[src/hdl/vtg_pkg.sv]
// vtg_pkg: shared types, tone table and constants of the vario tone generator
// used by every module of the block but vtg_div; depends on nothing

package vtg_pkg;

  localparam int TabSlots = 16;
  localparam int IdxW     = 4;

  localparam logic signed [15:0] TAB_MS [TabSlots] = '{
    -16'sd1000, -16'sd300, -16'sd200, -16'sd100, -16'sd50, 16'sd0, 16'sd50, 16'sd100,
    16'sd200, 16'sd300, 16'sd500, 16'sd1000, 16'sd0, 16'sd0, 16'sd0, 16'sd0};
  localparam logic signed [15:0] TAB_HZ [TabSlots] = '{
    16'sd288, 16'sd416, 16'sd448, 16'sd480, 16'sd496, 16'sd512, 16'sd550, 16'sd590,
    16'sd670, 16'sd704, 16'sd880, 16'sd1100, 16'sd0, 16'sd0, 16'sd0, 16'sd0};
  localparam logic signed [15:0] TAB_CYC [TabSlots] = '{
    16'sd650, 16'sd650, 16'sd650, 16'sd650, 16'sd650, 16'sd600, 16'sd600, 16'sd550,
    16'sd400, 16'sd310, 16'sd250, 16'sd200, 16'sd0, 16'sd0, 16'sd0, 16'sd0};
  localparam logic signed [15:0] TAB_DUTY [TabSlots] = '{
    16'sd80, 16'sd80, 16'sd80, 16'sd80, 16'sd80, 16'sd50, 16'sd50, 16'sd50,
    16'sd50, 16'sd50, 16'sd50, 16'sd50, 16'sd0, 16'sd0, 16'sd0, 16'sd0};

  localparam logic signed [31:0] PERIOD_NUM = 32'sd7812;
  localparam logic signed [31:0] BEEP_MUL   = 32'sd1000;

  // divide by 100 as multiply by ceil(2^26 / 100) and shift by 26
  localparam logic [19:0] PAUSE_RCP = 20'd671089;
  localparam int          PAUSE_SHR = 26;

  localparam logic CFG_SILENCE_LOW  = 1'b0;
  localparam logic CFG_SILENCE_HIGH = 1'b1;

  typedef enum logic [2:0] {
    OP_HZ    = 3'd0,
    OP_CYC   = 3'd1,
    OP_DUTY  = 3'd2,
    OP_PER   = 3'd3,
    OP_PAUSE = 3'd4
  } op_e;

  typedef struct packed {
    logic accept;
    logic setup;
    logic mul;
    logic div_start;
    logic store;
    logic commit;
    op_e  op;
  } vtg_cmd_t;

  typedef struct packed {
    logic sample_go;
    logic div_done;
  } vtg_sts_t;

endpackage

[src/hdl/vario_tone_generator_core.sv]
// Vario tone generator: a tick item (mode 0) is taken and answered in the next
// cycle. A climb-rate sample (mode 1) is answered at once with the new
// playing flag; when it is not silenced the block then computes the beep
// parameters (a setup step, four rounds of a multiply, a divider start and
// a wait on the shared serial divider, a multiply and a reciprocal multiply
// for the pause, then a load-buffer commit) and accepts no item meanwhile.
// Configuration writes take effect at the clock edge. Each item yields
// exactly one result.
// depends on vtg_pkg, vtg_ctrl, vtg_dp

module vario_tone_generator_core
  import vtg_pkg::*;
#(
  parameter int TABLE_POINTS = 12
) (
  input  logic               clk_i,
  input  logic               rst_ni,
  input  logic               cfg_we_i,
  input  logic               cfg_addr_i,
  input  logic signed [15:0] cfg_wdata_i,
  input  logic               in_valid_i,
  output logic               in_ready_o,
  input  logic               mode_i,
  input  logic signed [15:0] vertical_speed_i,
  input  logic               play_enable_i,
  output logic               out_valid_o,
  input  logic               out_ready_i,
  output logic               buzzer_level_o,
  output logic               tone_active_o
);

  localparam int Npts = (TABLE_POINTS < 2) ? 2 :
                        (TABLE_POINTS > TabSlots) ? TabSlots : TABLE_POINTS;

  vtg_cmd_t cmd;
  vtg_sts_t sts;

  vtg_ctrl u_ctrl (
    .clk_i       (clk_i),
    .rst_ni      (rst_ni),
    .in_valid_i  (in_valid_i),
    .in_ready_o  (in_ready_o),
    .mode_i      (mode_i),
    .out_valid_o (out_valid_o),
    .out_ready_i (out_ready_i),
    .sts_i       (sts),
    .cmd_o       (cmd)
  );

  vtg_dp #(.Npts(Npts)) u_dp (
    .clk_i            (clk_i),
    .rst_ni           (rst_ni),
    .cfg_we_i         (cfg_we_i),
    .cfg_addr_i       (cfg_addr_i),
    .cfg_wdata_i      (cfg_wdata_i),
    .mode_i           (mode_i),
    .vertical_speed_i (vertical_speed_i),
    .play_enable_i    (play_enable_i),
    .cmd_i            (cmd),
    .sts_o            (sts),
    .buzzer_level_o   (buzzer_level_o),
    .tone_active_o    (tone_active_o)
  );

endmodule

[src/hdl/vtg_div.sv]
// vtg_div: signed divider, one quotient bit per cycle while busy, truncates toward zero
// depends on nothing but the clock and reset

module vtg_div (
  input  logic               clk_i,
  input  logic               rst_ni,
  input  logic               start_i,
  input  logic signed [31:0] num_i,
  input  logic signed [31:0] den_i,
  output logic               done_o,
  output logic signed [31:0] quo_o
);

  logic [31:0] rem_q, quo_q, den_q;
  logic        neg_q, busy_q, done_q;
  logic [4:0]  cnt_q;
  logic [33:0] trial;

  assign trial = {1'b0, rem_q, quo_q[31]} - {2'b0, den_q};

  always_ff @(posedge clk_i or negedge rst_ni) begin
    if (!rst_ni) begin
      busy_q <= 1'b0;
      done_q <= 1'b0;
      cnt_q  <= '0;
    end else begin
      done_q <= 1'b0;
      if (start_i) begin
        busy_q <= 1'b1;
        cnt_q  <= '0;
      end else if (busy_q) begin
        cnt_q <= cnt_q + 5'd1;
        if (cnt_q == 5'd31) begin
          busy_q <= 1'b0;
          done_q <= 1'b1;
        end
      end
    end
  end

  always_ff @(posedge clk_i) begin
    if (start_i) begin
      rem_q <= '0;
      quo_q <= num_i[31] ? 32'(-num_i) : num_i;
      den_q <= den_i[31] ? 32'(-den_i) : den_i;
      neg_q <= num_i[31] ^ den_i[31];
    end else if (busy_q) begin
      rem_q <= trial[33] ? {rem_q[30:0], quo_q[31]} : trial[31:0];
      quo_q <= {quo_q[30:0], ~trial[33]};
    end
  end

  assign done_o = done_q;
  assign quo_o  = neg_q ? -$signed(quo_q) : $signed(quo_q);

endmodule

[src/hdl/vtg_ctrl.sv]
// vtg_ctrl: sequencer for the sample computation and the result handshake
// depends on vtg_pkg

module vtg_ctrl
  import vtg_pkg::*;
(
  input  logic     clk_i,
  input  logic     rst_ni,
  input  logic     in_valid_i,
  output logic     in_ready_o,
  input  logic     mode_i,
  output logic     out_valid_o,
  input  logic     out_ready_i,
  input  vtg_sts_t sts_i,
  output vtg_cmd_t cmd_o
);

  typedef enum logic [5:0] {
    ST_IDLE   = 6'b000001,
    ST_SETUP  = 6'b000010,
    ST_MUL    = 6'b000100,
    ST_DIV    = 6'b001000,
    ST_WAIT   = 6'b010000,
    ST_COMMIT = 6'b100000
  } state_e;

  state_e state_q, state_d;
  op_e    op_q, op_d;
  logic   out_valid_q, out_valid_d;
  logic   accept;

  assign in_ready_o  = (state_q == ST_IDLE) && (!out_valid_q || out_ready_i);
  assign accept      = in_valid_i && in_ready_o;
  assign out_valid_o = out_valid_q;

  always_comb begin
    state_d     = state_q;
    op_d        = op_q;
    out_valid_d = out_valid_q;
    if (out_valid_q && out_ready_i) out_valid_d = 1'b0;
    if (accept) out_valid_d = 1'b1;
    cmd_o           = '0;
    cmd_o.accept    = accept;
    cmd_o.op        = op_q;
    case (state_q)
      ST_IDLE: begin
        if (accept && mode_i && sts_i.sample_go) state_d = ST_SETUP;
      end
      ST_SETUP: begin
        cmd_o.setup = 1'b1;
        op_d        = OP_HZ;
        state_d     = ST_MUL;
      end
      ST_MUL: begin
        cmd_o.mul = 1'b1;
        state_d   = ST_DIV;
      end
      ST_DIV: begin
        // pause uses the reciprocal multiply, not the divider
        if (op_q == OP_PAUSE) begin
          state_d = ST_COMMIT;
        end else begin
          cmd_o.div_start = 1'b1;
          state_d         = ST_WAIT;
        end
      end
      ST_WAIT: begin
        if (sts_i.div_done) begin
          cmd_o.store = 1'b1;
          case (op_q)
            OP_HZ:   op_d = OP_CYC;
            OP_CYC:  op_d = OP_DUTY;
            OP_DUTY: op_d = OP_PER;
            OP_PER:  op_d = OP_PAUSE;
            default: op_d = OP_PAUSE;
          endcase
          state_d = ST_MUL;
        end
      end
      ST_COMMIT: begin
        cmd_o.commit = 1'b1;
        state_d      = ST_IDLE;
      end
      default: state_d = ST_IDLE;
    endcase
  end

  always_ff @(posedge clk_i or negedge rst_ni) begin
    if (!rst_ni) begin
      state_q     <= ST_IDLE;
      op_q        <= OP_HZ;
      out_valid_q <= 1'b0;
    end else begin
      state_q     <= state_d;
      op_q        <= op_d;
      out_valid_q <= out_valid_d;
    end
  end

`ifndef SYNTHESIS
  a_ready_idle: assert property (@(posedge clk_i) disable iff (!rst_ni)
    in_ready_o |-> state_q == ST_IDLE) else $error("ready outside idle");
  a_go_setup: assert property (@(posedge clk_i) disable iff (!rst_ni)
    (accept && mode_i && sts_i.sample_go) |=> state_q == ST_SETUP)
    else $error("sample not started");
  a_wait_hold: assert property (@(posedge clk_i) disable iff (!rst_ni)
    (state_q == ST_WAIT && !sts_i.div_done) |=> state_q == ST_WAIT)
    else $error("left wait early");
  a_out_set: assert property (@(posedge clk_i) disable iff (!rst_ni)
    accept |=> out_valid_q) else $error("item without result");
`endif

endmodule

[src/hdl/vtg_dp.sv]
// vtg_dp: configuration, table interpolation, load and work buffers, square wave
// depends on vtg_pkg and vtg_div

module vtg_dp
  import vtg_pkg::*;
#(
  parameter int Npts = 12
) (
  input  logic               clk_i,
  input  logic               rst_ni,
  input  logic               cfg_we_i,
  input  logic               cfg_addr_i,
  input  logic signed [15:0] cfg_wdata_i,
  input  logic               mode_i,
  input  logic signed [15:0] vertical_speed_i,
  input  logic               play_enable_i,
  input  vtg_cmd_t           cmd_i,
  output vtg_sts_t           sts_o,
  output logic               buzzer_level_o,
  output logic               tone_active_o
);

  logic signed [15:0] sil_lo_q, sil_hi_q;
  logic               playing_q, buzzer_q;
  logic [15:0] ld_per_q, ld_half_q, ld_beep_q, ld_pause_q;
  logic [15:0] wk_per_q, wk_half_q, wk_left_q, wk_pause_q, wave_q;

  logic signed [15:0] v_q, x0_q, x1_q, hz0_q, hz1_q, cy0_q, cy1_q, du0_q, du1_q;
  logic               direct_q;
  logic signed [15:0] hz_q, cyc_q, duty_q, per_q;
  logic signed [31:0] left_q, prod_q;

  // setup: clamp and segment search
  logic signed [15:0] vc;
  logic [IdxW-1:0]    idx, prv;
  logic               found;

  always_comb begin
    vc = v_q;
    if (v_q < TAB_MS[0]) vc = TAB_MS[0];
    if (v_q > TAB_MS[Npts-1]) vc = TAB_MS[Npts-1];
    idx   = IdxW'(Npts - 1);
    found = 1'b0;
    for (int k = 0; k < TabSlots - 1; k++) begin
      if (k < Npts - 1 && !found && !(vc > TAB_MS[k])) begin
        idx   = IdxW'(k);
        found = 1'b1;
      end
    end
    prv = idx - IdxW'(1);
  end

  // operand selection
  logic signed [31:0] mul_a, div_num, div_den, quo, tmul;
  logic signed [16:0] mul_b, dx;
  logic signed [15:0] y0, y1, lerp_res;
  logic               div_done;

  assign dx = 17'(v_q) - 17'(x0_q);

  always_comb begin
    case (cmd_i.op)
      OP_HZ:   begin y0 = hz0_q; y1 = hz1_q; end
      OP_CYC:  begin y0 = cy0_q; y1 = cy1_q; end
      default: begin y0 = du0_q; y1 = du1_q; end
    endcase
    if (cmd_i.op == OP_PAUSE) begin
      mul_a = left_q;
      mul_b = 17'(duty_q);
    end else begin
      mul_a = 32'(dx);
      mul_b = 17'(y1) - 17'(y0);
    end
    case (cmd_i.op)
      OP_PER: begin
        div_num = PERIOD_NUM;
        div_den = 32'(hz_q);
      end
      default: begin
        div_num = prod_q;
        div_den = 32'(x1_q) - 32'(x0_q);
      end
    endcase
  end

  assign lerp_res = direct_q ? y1 : 16'(quo) + y0;
  assign tmul     = 32'(cyc_q) * BEEP_MUL;

  // pause share: product divided by 100, truncated toward zero
  logic [31:0]        pause_mag, pause_div;
  logic [51:0]        pause_rcp_q;
  logic signed [31:0] pause_quo;

  assign pause_mag = prod_q[31] ? 32'(-prod_q) : 32'(prod_q);
  assign pause_div = 32'(pause_rcp_q[51:PAUSE_SHR]);
  assign pause_quo = prod_q[31] ? -$signed(pause_div) : $signed(pause_div);

  vtg_div u_div (
    .clk_i   (clk_i),
    .rst_ni  (rst_ni),
    .start_i (cmd_i.div_start),
    .num_i   (div_num),
    .den_i   (div_den),
    .done_o  (div_done),
    .quo_o   (quo)
  );

  logic silenced;
  assign silenced = !play_enable_i ||
                    (vertical_speed_i > sil_lo_q && vertical_speed_i < sil_hi_q);

  assign sts_o.sample_go = !silenced;
  assign sts_o.div_done  = div_done;

  // tick
  logic        reload;
  logic [15:0] t_per, t_half, t_left, t_pause, wave_d;
  logic        buzz_d;

  always_comb begin
    reload  = (wk_left_q == 16'd0) && playing_q;
    t_per   = reload ? ld_per_q : wk_per_q;
    t_half  = reload ? ld_half_q : wk_half_q;
    t_left  = reload ? ld_beep_q : wk_left_q;
    t_pause = reload ? ld_pause_q : wk_pause_q;
    wave_d  = wave_q;
    buzz_d  = buzzer_q;
    if (t_left > t_pause) begin
      if (wave_q == t_half) begin
        buzz_d = 1'b0;
        wave_d = wave_q + 16'd1;
      end else if (wave_q >= t_per) begin
        buzz_d = 1'b1;
        wave_d = 16'd1;
      end else begin
        wave_d = wave_q + 16'd1;
      end
    end else begin
      buzz_d = 1'b0;
    end
  end

  always_ff @(posedge clk_i or negedge rst_ni) begin
    if (!rst_ni) begin
      sil_lo_q   <= -16'sd60;
      sil_hi_q   <= 16'sd10;
      playing_q  <= 1'b0;
      buzzer_q   <= 1'b0;
      ld_per_q   <= '0;
      ld_half_q  <= '0;
      ld_beep_q  <= '0;
      ld_pause_q <= '0;
      wk_per_q   <= '0;
      wk_half_q  <= '0;
      wk_left_q  <= '0;
      wk_pause_q <= '0;
      wave_q     <= '0;
    end else begin
      if (cfg_we_i) begin
        if (cfg_addr_i == CFG_SILENCE_LOW) sil_lo_q <= cfg_wdata_i;
        else sil_hi_q <= cfg_wdata_i;
      end
      if (cmd_i.accept) begin
        if (mode_i) begin
          playing_q <= !silenced;
        end else begin
          wk_per_q   <= t_per;
          wk_half_q  <= t_half;
          wk_pause_q <= t_pause;
          wk_left_q  <= (t_left != 16'd0) ? t_left - 16'd1 : 16'd0;
          wave_q     <= wave_d;
          buzzer_q   <= buzz_d;
        end
      end
      if (cmd_i.commit) begin
        ld_per_q   <= per_q;
        ld_half_q  <= {1'b0, per_q[15:1]};
        ld_beep_q  <= left_q[15:0];
        ld_pause_q <= 16'(left_q - pause_quo);
      end
    end
  end

  always_ff @(posedge clk_i) begin
    if (cmd_i.accept && mode_i) v_q <= vertical_speed_i;
    if (cmd_i.setup) begin
      v_q      <= vc;
      x0_q     <= TAB_MS[prv];
      x1_q     <= TAB_MS[idx];
      hz0_q    <= TAB_HZ[prv];
      hz1_q    <= TAB_HZ[idx];
      cy0_q    <= TAB_CYC[prv];
      cy1_q    <= TAB_CYC[idx];
      du0_q    <= TAB_DUTY[prv];
      du1_q    <= TAB_DUTY[idx];
      direct_q <= (vc == TAB_MS[idx]) || (idx == '0) || (TAB_MS[idx] == TAB_MS[prv]);
    end
    if (cmd_i.mul) prod_q <= 32'(mul_a * 32'(mul_b));
    pause_rcp_q <= pause_mag * PAUSE_RCP;
    if (cmd_i.store) begin
      case (cmd_i.op)
        OP_HZ:   hz_q   <= lerp_res;
        OP_CYC:  cyc_q  <= lerp_res;
        OP_DUTY: begin
          duty_q <= lerp_res;
          left_q <= (tmul + (tmul[31] ? 32'sd127 : 32'sd0)) >>> 7;
        end
        OP_PER:  per_q  <= (hz_q > 16'sd0) ? quo[15:0] : 16'd0;
        default: ;
      endcase
    end
  end

  assign buzzer_level_o = buzzer_q;
  assign tone_active_o  = playing_q;

endmodule
[config.mk]
export PLATFORM = sky130hd
export DESIGN_NAME = vario_tone_generator_core
export DESIGN_NICKNAME = d
export VERILOG_FILES = /design/src/hdl/vtg_pkg.sv /design/src/hdl/vario_tone_generator_core.sv /design/src/hdl/vtg_div.sv /design/src/hdl/vtg_ctrl.sv /design/src/hdl/vtg_dp.sv
export SDC_FILE = /design/constraint.sdc
export NUM_CORES = 2
export LEC_CHECK = 0
export ABC_AREA = 1
export BUFFER_PORTS_ARGS = -buffer_cell sky130_fd_sc_hd__buf_2
export CAP_MARGIN = 40
export CORE_UTILIZATION = 35
export CTS_CLUSTER_SIZE = 14
export DETAILED_ROUTE_END_ITERATION = 8
export GPL_TIMING_DRIVEN = 1
export SLEW_MARGIN = 20
export SYNTH_ARGS = -nofsm -noshare
export SYNTH_HDL_FRONTEND = slang
export SYNTH_HIERARCHICAL = 1
export SYNTH_SLANG_ARGS = --single-unit
[constraint.sdc]
create_clock -name clk_i -period 8.8 [get_ports clk_i]
set_input_delay 2.64 -clock clk_i [delete_from_list [all_inputs] [get_ports clk_i]]
set_output_delay 2.64 -clock clk_i [all_outputs]
set_load 0.05 [all_outputs]
==> After elaboration in Yosys (flattened, before gate mapping) <==
Memories as Yosys holds them, arrays and structs flattened. A register that Yosys moved wholly into a read port is not among the register bits.
Cells that the tools add are included.
{ "totals": {"reg_bits": 503, "rom_bits": 2048, "input_bits": 40, "output_inout_bits": 4, "elab_cells": 247, "mem_count": 8} }
{ "op_classes": {"addsub": 16, "n_mul": 3, "order_cmp": 20, "n_eq_ne": 17, "mux": 79, "n_bitwise": 6, "n_reduce_logical": 63} }
{ "mem_list": {"columns": ["memory", "words", "width", "read_ports", "rd_ports_with_merged_regs", "wr", "line", "text"], "rows": [
  ["(no name shown)", 16, 16, 1, 1, 0, "vtg_dp.sv:191", "hz1_q <= TAB_HZ[idx];"],
  ["(no name shown)", 16, 16, 1, 1, 0, "vtg_dp.sv:192", "cy0_q <= TAB_CYC[prv];"],
  ["(no name shown)", 16, 16, 1, 1, 0, "vtg_dp.sv:193", "cy1_q <= TAB_CYC[idx];"],
  ["(no name shown)", 16, 16, 1, 1, 0, "vtg_dp.sv:194", "du0_q <= TAB_DUTY[prv];"],
  ["(no name shown)", 16, 16, 1, 1, 0, "vtg_dp.sv:195", "du1_q <= TAB_DUTY[idx];"],
  ["(no name shown)", 16, 16, 1, 0, 0, "vtg_dp.sv:188", "x0_q <= TAB_MS[prv];"],
  ["2 more memories", null, null, null, null, null, null, null]
]} }
{ "op_table": {"columns": ["op", "n"], "rows": [
  ["$mux W16", 18],
  ["$mux W32", 8],
  ["$neg A32 Y32", 3],
  ["$pmux W16 S2", 2],
  ["$sub A16 B16 Y17", 3],
  ["$eq A16 B16 Y1", 3],
  ["$gt A16 B10 Y1 const B", 3],
  ["$mux W4", 11],
  ["$mul A32 B20 Y42 const B", 1],
  ["$sub A33 B32 Y34", 1],
  ["$gt A16 B1 Y1 const B", 2],
  ["$gt A16 B11 Y1 const B", 2],
  ["$gt A16 B16 Y1", 2],
  ["$gt A16 B7 Y1 const B", 2],
  ["$gt A16 B8 Y1 const B", 2],
  ["$gt A16 B9 Y1 const B", 2],
  ["$mul A32 B17 Y32", 1],
  ["$neg A16 Y16", 2],
  ["$mux W31", 1],
  ["$pmux W6 S5", 1],
  ["$add A27 B8 Y28", 1],
  ["$mux W1", 28],
  ["$mul A16 B8 Y24 const B", 1],
  ["$logic_not A1 Y1", 22],
  ["other kinds (42)", 82]
]} }

==> Depth between registers and ports, before layout <==
{ "depth": {"word_depth": 41, "ltp_mapped": 45} }

==> Hierarchy <==
The synthesis kept the hierarchy.
{ "by_module_without_submodules": {"columns": ["module", "n_inst", "cells_per_inst", "area_each_um2", "seq_area_each_um2"], "rows": [
  ["vtg_dp", 1, 5578, 47546.9, 10336.2],
  ["vtg_div", 1, 1447, 9317.7, 2767.7],
  ["vtg_ctrl", 1, 82, 606.8, 251.5]
]} }

==> Least setup slack after synthesis <==
OpenSTA, ideal clock, no wires.
{ "synth_path": {"path_type": "register to register", "from": "register u_ctrl.op_q[1]", "to": "register u_dp.prod_q[28], data pin", "setup_time_ns": 0.265, "arrival_time_ns": 8.185, "required_time_ns": 8.535, "slack_ns": 0.350, "stages_incl_launch_ff": 41, "period_less_slack_ns": 8.450, "path_cell_list": "dfrtp_1 -> nor2_4 -> nand2_2 -> clkbuf_1 -> nor2_1 -> nor3_1 -> ha_1 -> fa_1 -> o21ai_0 -> a21oi_1 -> o21bai_1 -> nor2_1 -> o21ai_0 -> o21ai_0 -> clkinv_1 -> clkbuf_1 -> nand2_1 -> fa_1 -> [... 5 more ...] -> fa_1 -> fa_1 -> inv_1 -> ha_1 -> a21o_1 -> a21oi_1 -> o21bai_1 -> a21oi_1 -> o21ai_0 -> nand2_1 -> inv_1 -> o21ai_0 -> nand2_1 -> a21oi_1 -> o21ai_0 -> a21oi_1 -> o21ai_0 -> xor2_1"} }
{ "synth_between": {"elab_chain_cells": 5, "word_cells_on_any_way": 9, "cone_classes": "add/sub (1); mul (1); eq/ne (2); mux (4); reduce/logical (1)"} }
{ "synth_rtl": {"columns": ["item", "line", "text"], "rows": [
  ["start: declaration", "vtg_ctrl.sv:28", "op_e op_q, op_d;"],
  ["start signal: assignment", "vtg_ctrl.sv:95", "op_q <= op_d;"],
  ["$eq A3 B1 Y1 / $logic_not A3 Y1 (equally long branches)", "vtg_dp.sv:62", "case (cmd_i.op)"],
  ["$pmux W16 S2", "vtg_dp.sv:62", null],
  ["$sub A16 B16 Y17", "vtg_dp.sv:72", "mul_b = 17'(y1) - 17'(y0);"],
  ["$mux W17", "vtg_dp.sv:67", "if (cmd_i.op == OP_PAUSE) begin"],
  ["$mul A32 B17 Y32 (*)", "vtg_dp.sv:198", "if (cmd_i.mul) prod_q <= 32'(mul_a * 32'(mul_b));"],
  ["end signal: assignment", "vtg_dp.sv:198", null],
  ["end: declaration", "vtg_dp.sv:31", "logic signed [31:0] left_q, prod_q;"]
]} }
Every way passes the cells marked *; elsewhere a longest branch is shown, timed or not.
A chain may end at the register's enable or synchronous reset.

==> Final worst setup path <==
{ "layout_path": {"from": "register u_ctrl.op_q[1]", "to": "register u_dp.prod_q[29], data pin"} }
Same word-level chain as after synthesis.

==> results_dict.tcl <==
set metrics [dict create \
    status "complete, no violations" \
    setup_violations 0 \
    maxSlewHeadroom_pct 34.4 \
    drc 0 \
    max_slew.worst_pin.slew_ns 0.974 \
    syn_nets 8242 \
    dr.first_iter.drc_count 3403 \
    clock-skew-final_ns 0.0208 \
    grt.total_usage_pct 19.4 \
    period_share_pct 94.8 \
    final_layout_size_suffix_gt1_share_pct 7.10 \
    drt_pass1_iterations 6 \
    cp.required_ns 9.19 \
    die_x_um 406 \
    final_hold_viol_count 0 \
    cts_tree "built" \
    routed_wirelength_mm 158 \
    cp_slowest_cell "fa_1" \
    syn_avg_cell_area_um2 8.12 \
    hpwl_mm 131 \
    cpMostUsedCell "nand2_1" \
    cts-root-buf "clkbuf_16" \
    num_rows 147 \
    yosys_warnings 6 \
    ant_nets 0 \
    drv_cap 0 \
    gp_congestion 0.950 \
    io-pin-count 44 \
    core-area_mm2 0.161 \
    synth_area_mm2 0.0570 \
    clkTransAtPathRegs_ns 0.06 \
    worst-path-max-fanout 10 \
    initial_utilization_pct 35.4 \
    grt_max_degree 88 \
    holdPathStages 2 \
    clock_latency_ns 0.66 \
    hold_path_class "register to register" \
    die_area_mm2 0.165 \
    htreeDepth 2 \
    crit_buf_inv 9 \
    antenna_found_initial 2 \
    crit_type "register to register" \
    hold_slack_ns 0.449 \
    syn_inst 7020 \
    crit_cells 42 \
    max_freq_mhz 120 \
    overflow 0 \
    grt_pass1_wl_mm 252 \
    vias 45633 \
    wire_per_inst_um 16.9 \
    numPortBuffers 43 \
    nets 8358 \
    path_delay_family "adder cells" \
    cts.sinks 490 \
    arrival_ns 8.73 \
    vias_per_cell 4.88 \
    r2r_cells 42 \
    numCtsBuffers 55 \
    slew_viol_final 0 \
    syn2layout_area_growth_pct 9.88 \
    critPathLaunchType "register" \
    endpoint_kind "register" \
    critPathMaxStageDelay_ns 0.55 \
    grt_pass1_vias 45623 \
    chipHeight_um 406 \
    min_period_ns 8.34 \
    cts_buffer_depth 3 \
]
[worst register-to-register path: cells and delay by family, from the launching register on]
family                   cells  cell delay [ns]
AO/OA/AOI/OAI               10             1.56
AND/OR/NAND/NOR             13             1.29
XOR/XNOR                     2             0.22
flip-flops                   1             0.41
buffers and inverters        9             0.88
adder cells (fa/ha/maj)      8             3.73
[through the flow]
stage          TNS, ns  utilization, %  worst slack, ns  area [um^2]  cells
6_report             0            38.9            0.457        62700   9344
5_1_grt        -0.0952            38.9          -0.0446        62700   9343
4_1_cts              0            38.7           0.0177        62400   9324
3_5_place_dp         0            37.5           0.0436        60500   9220
3_3_place_gp         0            37.4            0.188        60300   9204
2_1_floorplan        0               -            0.350        57000   7020
[final timing paths]
path                                       end           start  slack [ns]
max                            u_dp/prod_q[29]  u_ctrl/op_q[1]        0.46
min                           u_dp/ld_per_q[8]   u_dp/per_q[8]        0.45
max reg2reg                    u_dp/prod_q[29]  u_ctrl/op_q[1]        0.46
min reg2reg                   u_dp/ld_per_q[8]   u_dp/per_q[8]        0.45
max in group asynchronous  u_dp/ld_pause_q[10]          rst_ni        5.86
min in group asynchronous     u_dp/wk_per_q[6]          rst_ni        1.95
[layer usage]
layer	vias to the layer above	wire, um	share of wire (%)	track usage, %
li1	22077	-	-	-
met1	22095	72000	46	27.6
met2	1242	72100	46	31.2
met3	217	9820	6.2	2.39
met4	2	3630	2.3	4.41
met5	-	13	0.0082	0
[timing repair]
action,4_1_cts,5_1_grt
hold buffers,0,0
endpoints found under the setup margin,0,11
buffers inserted,0,15
gates resized for setup,0,43
[registers in the layout, indices dropped and copies added (netlist names), 21 cells and up]
signal and count:
u_dp/left_q 21, u_dp/prod_q 32, u_dp/u_div/den_q 32, u_dp/u_div/quo_q 32, u_dp/u_div/rem_q 32
[placed cells by master, fill, tap and decap left out, types with 46 or more instances in the layout]
cell / n
inv_1: 1553
nand2_1: 1399
fa_1: 603
ha_1: 575
nor2_1: 547
o21ai_0: 321
nand3_1: 273
edfxtp_1: 263
a21oi_1: 227
xor2_1: 202
dfrtp_1: 165
buf_4: 135
xnor2_1: 79
nand4_1: 62
o21ai_1: 61
clkbuf_16: 59
nor3_1: 58
dfxtp_1: 48
buf_2: 46
[layout make-up]
class | instances | area, um^2
Timing Repair Buffer | 196 | 1520
Sequential cell | 490 | 13400
Inverter | 1601 | 6010
Antenna cell | 1 | 2.50
Multi-Input combinational cell | 4791 | 37200
Timing Repair inverter | 1 | 7.51
Fill cell | 16459 | 98500
Tap cell | 2160 | 2700
Clock buffer | 75 | 1590
Clock inverter | 29 | 268
Power is left out: the tool's default activity adds up to more than one toggle a clock period on the data nets, which glitch-free logic cannot reach.
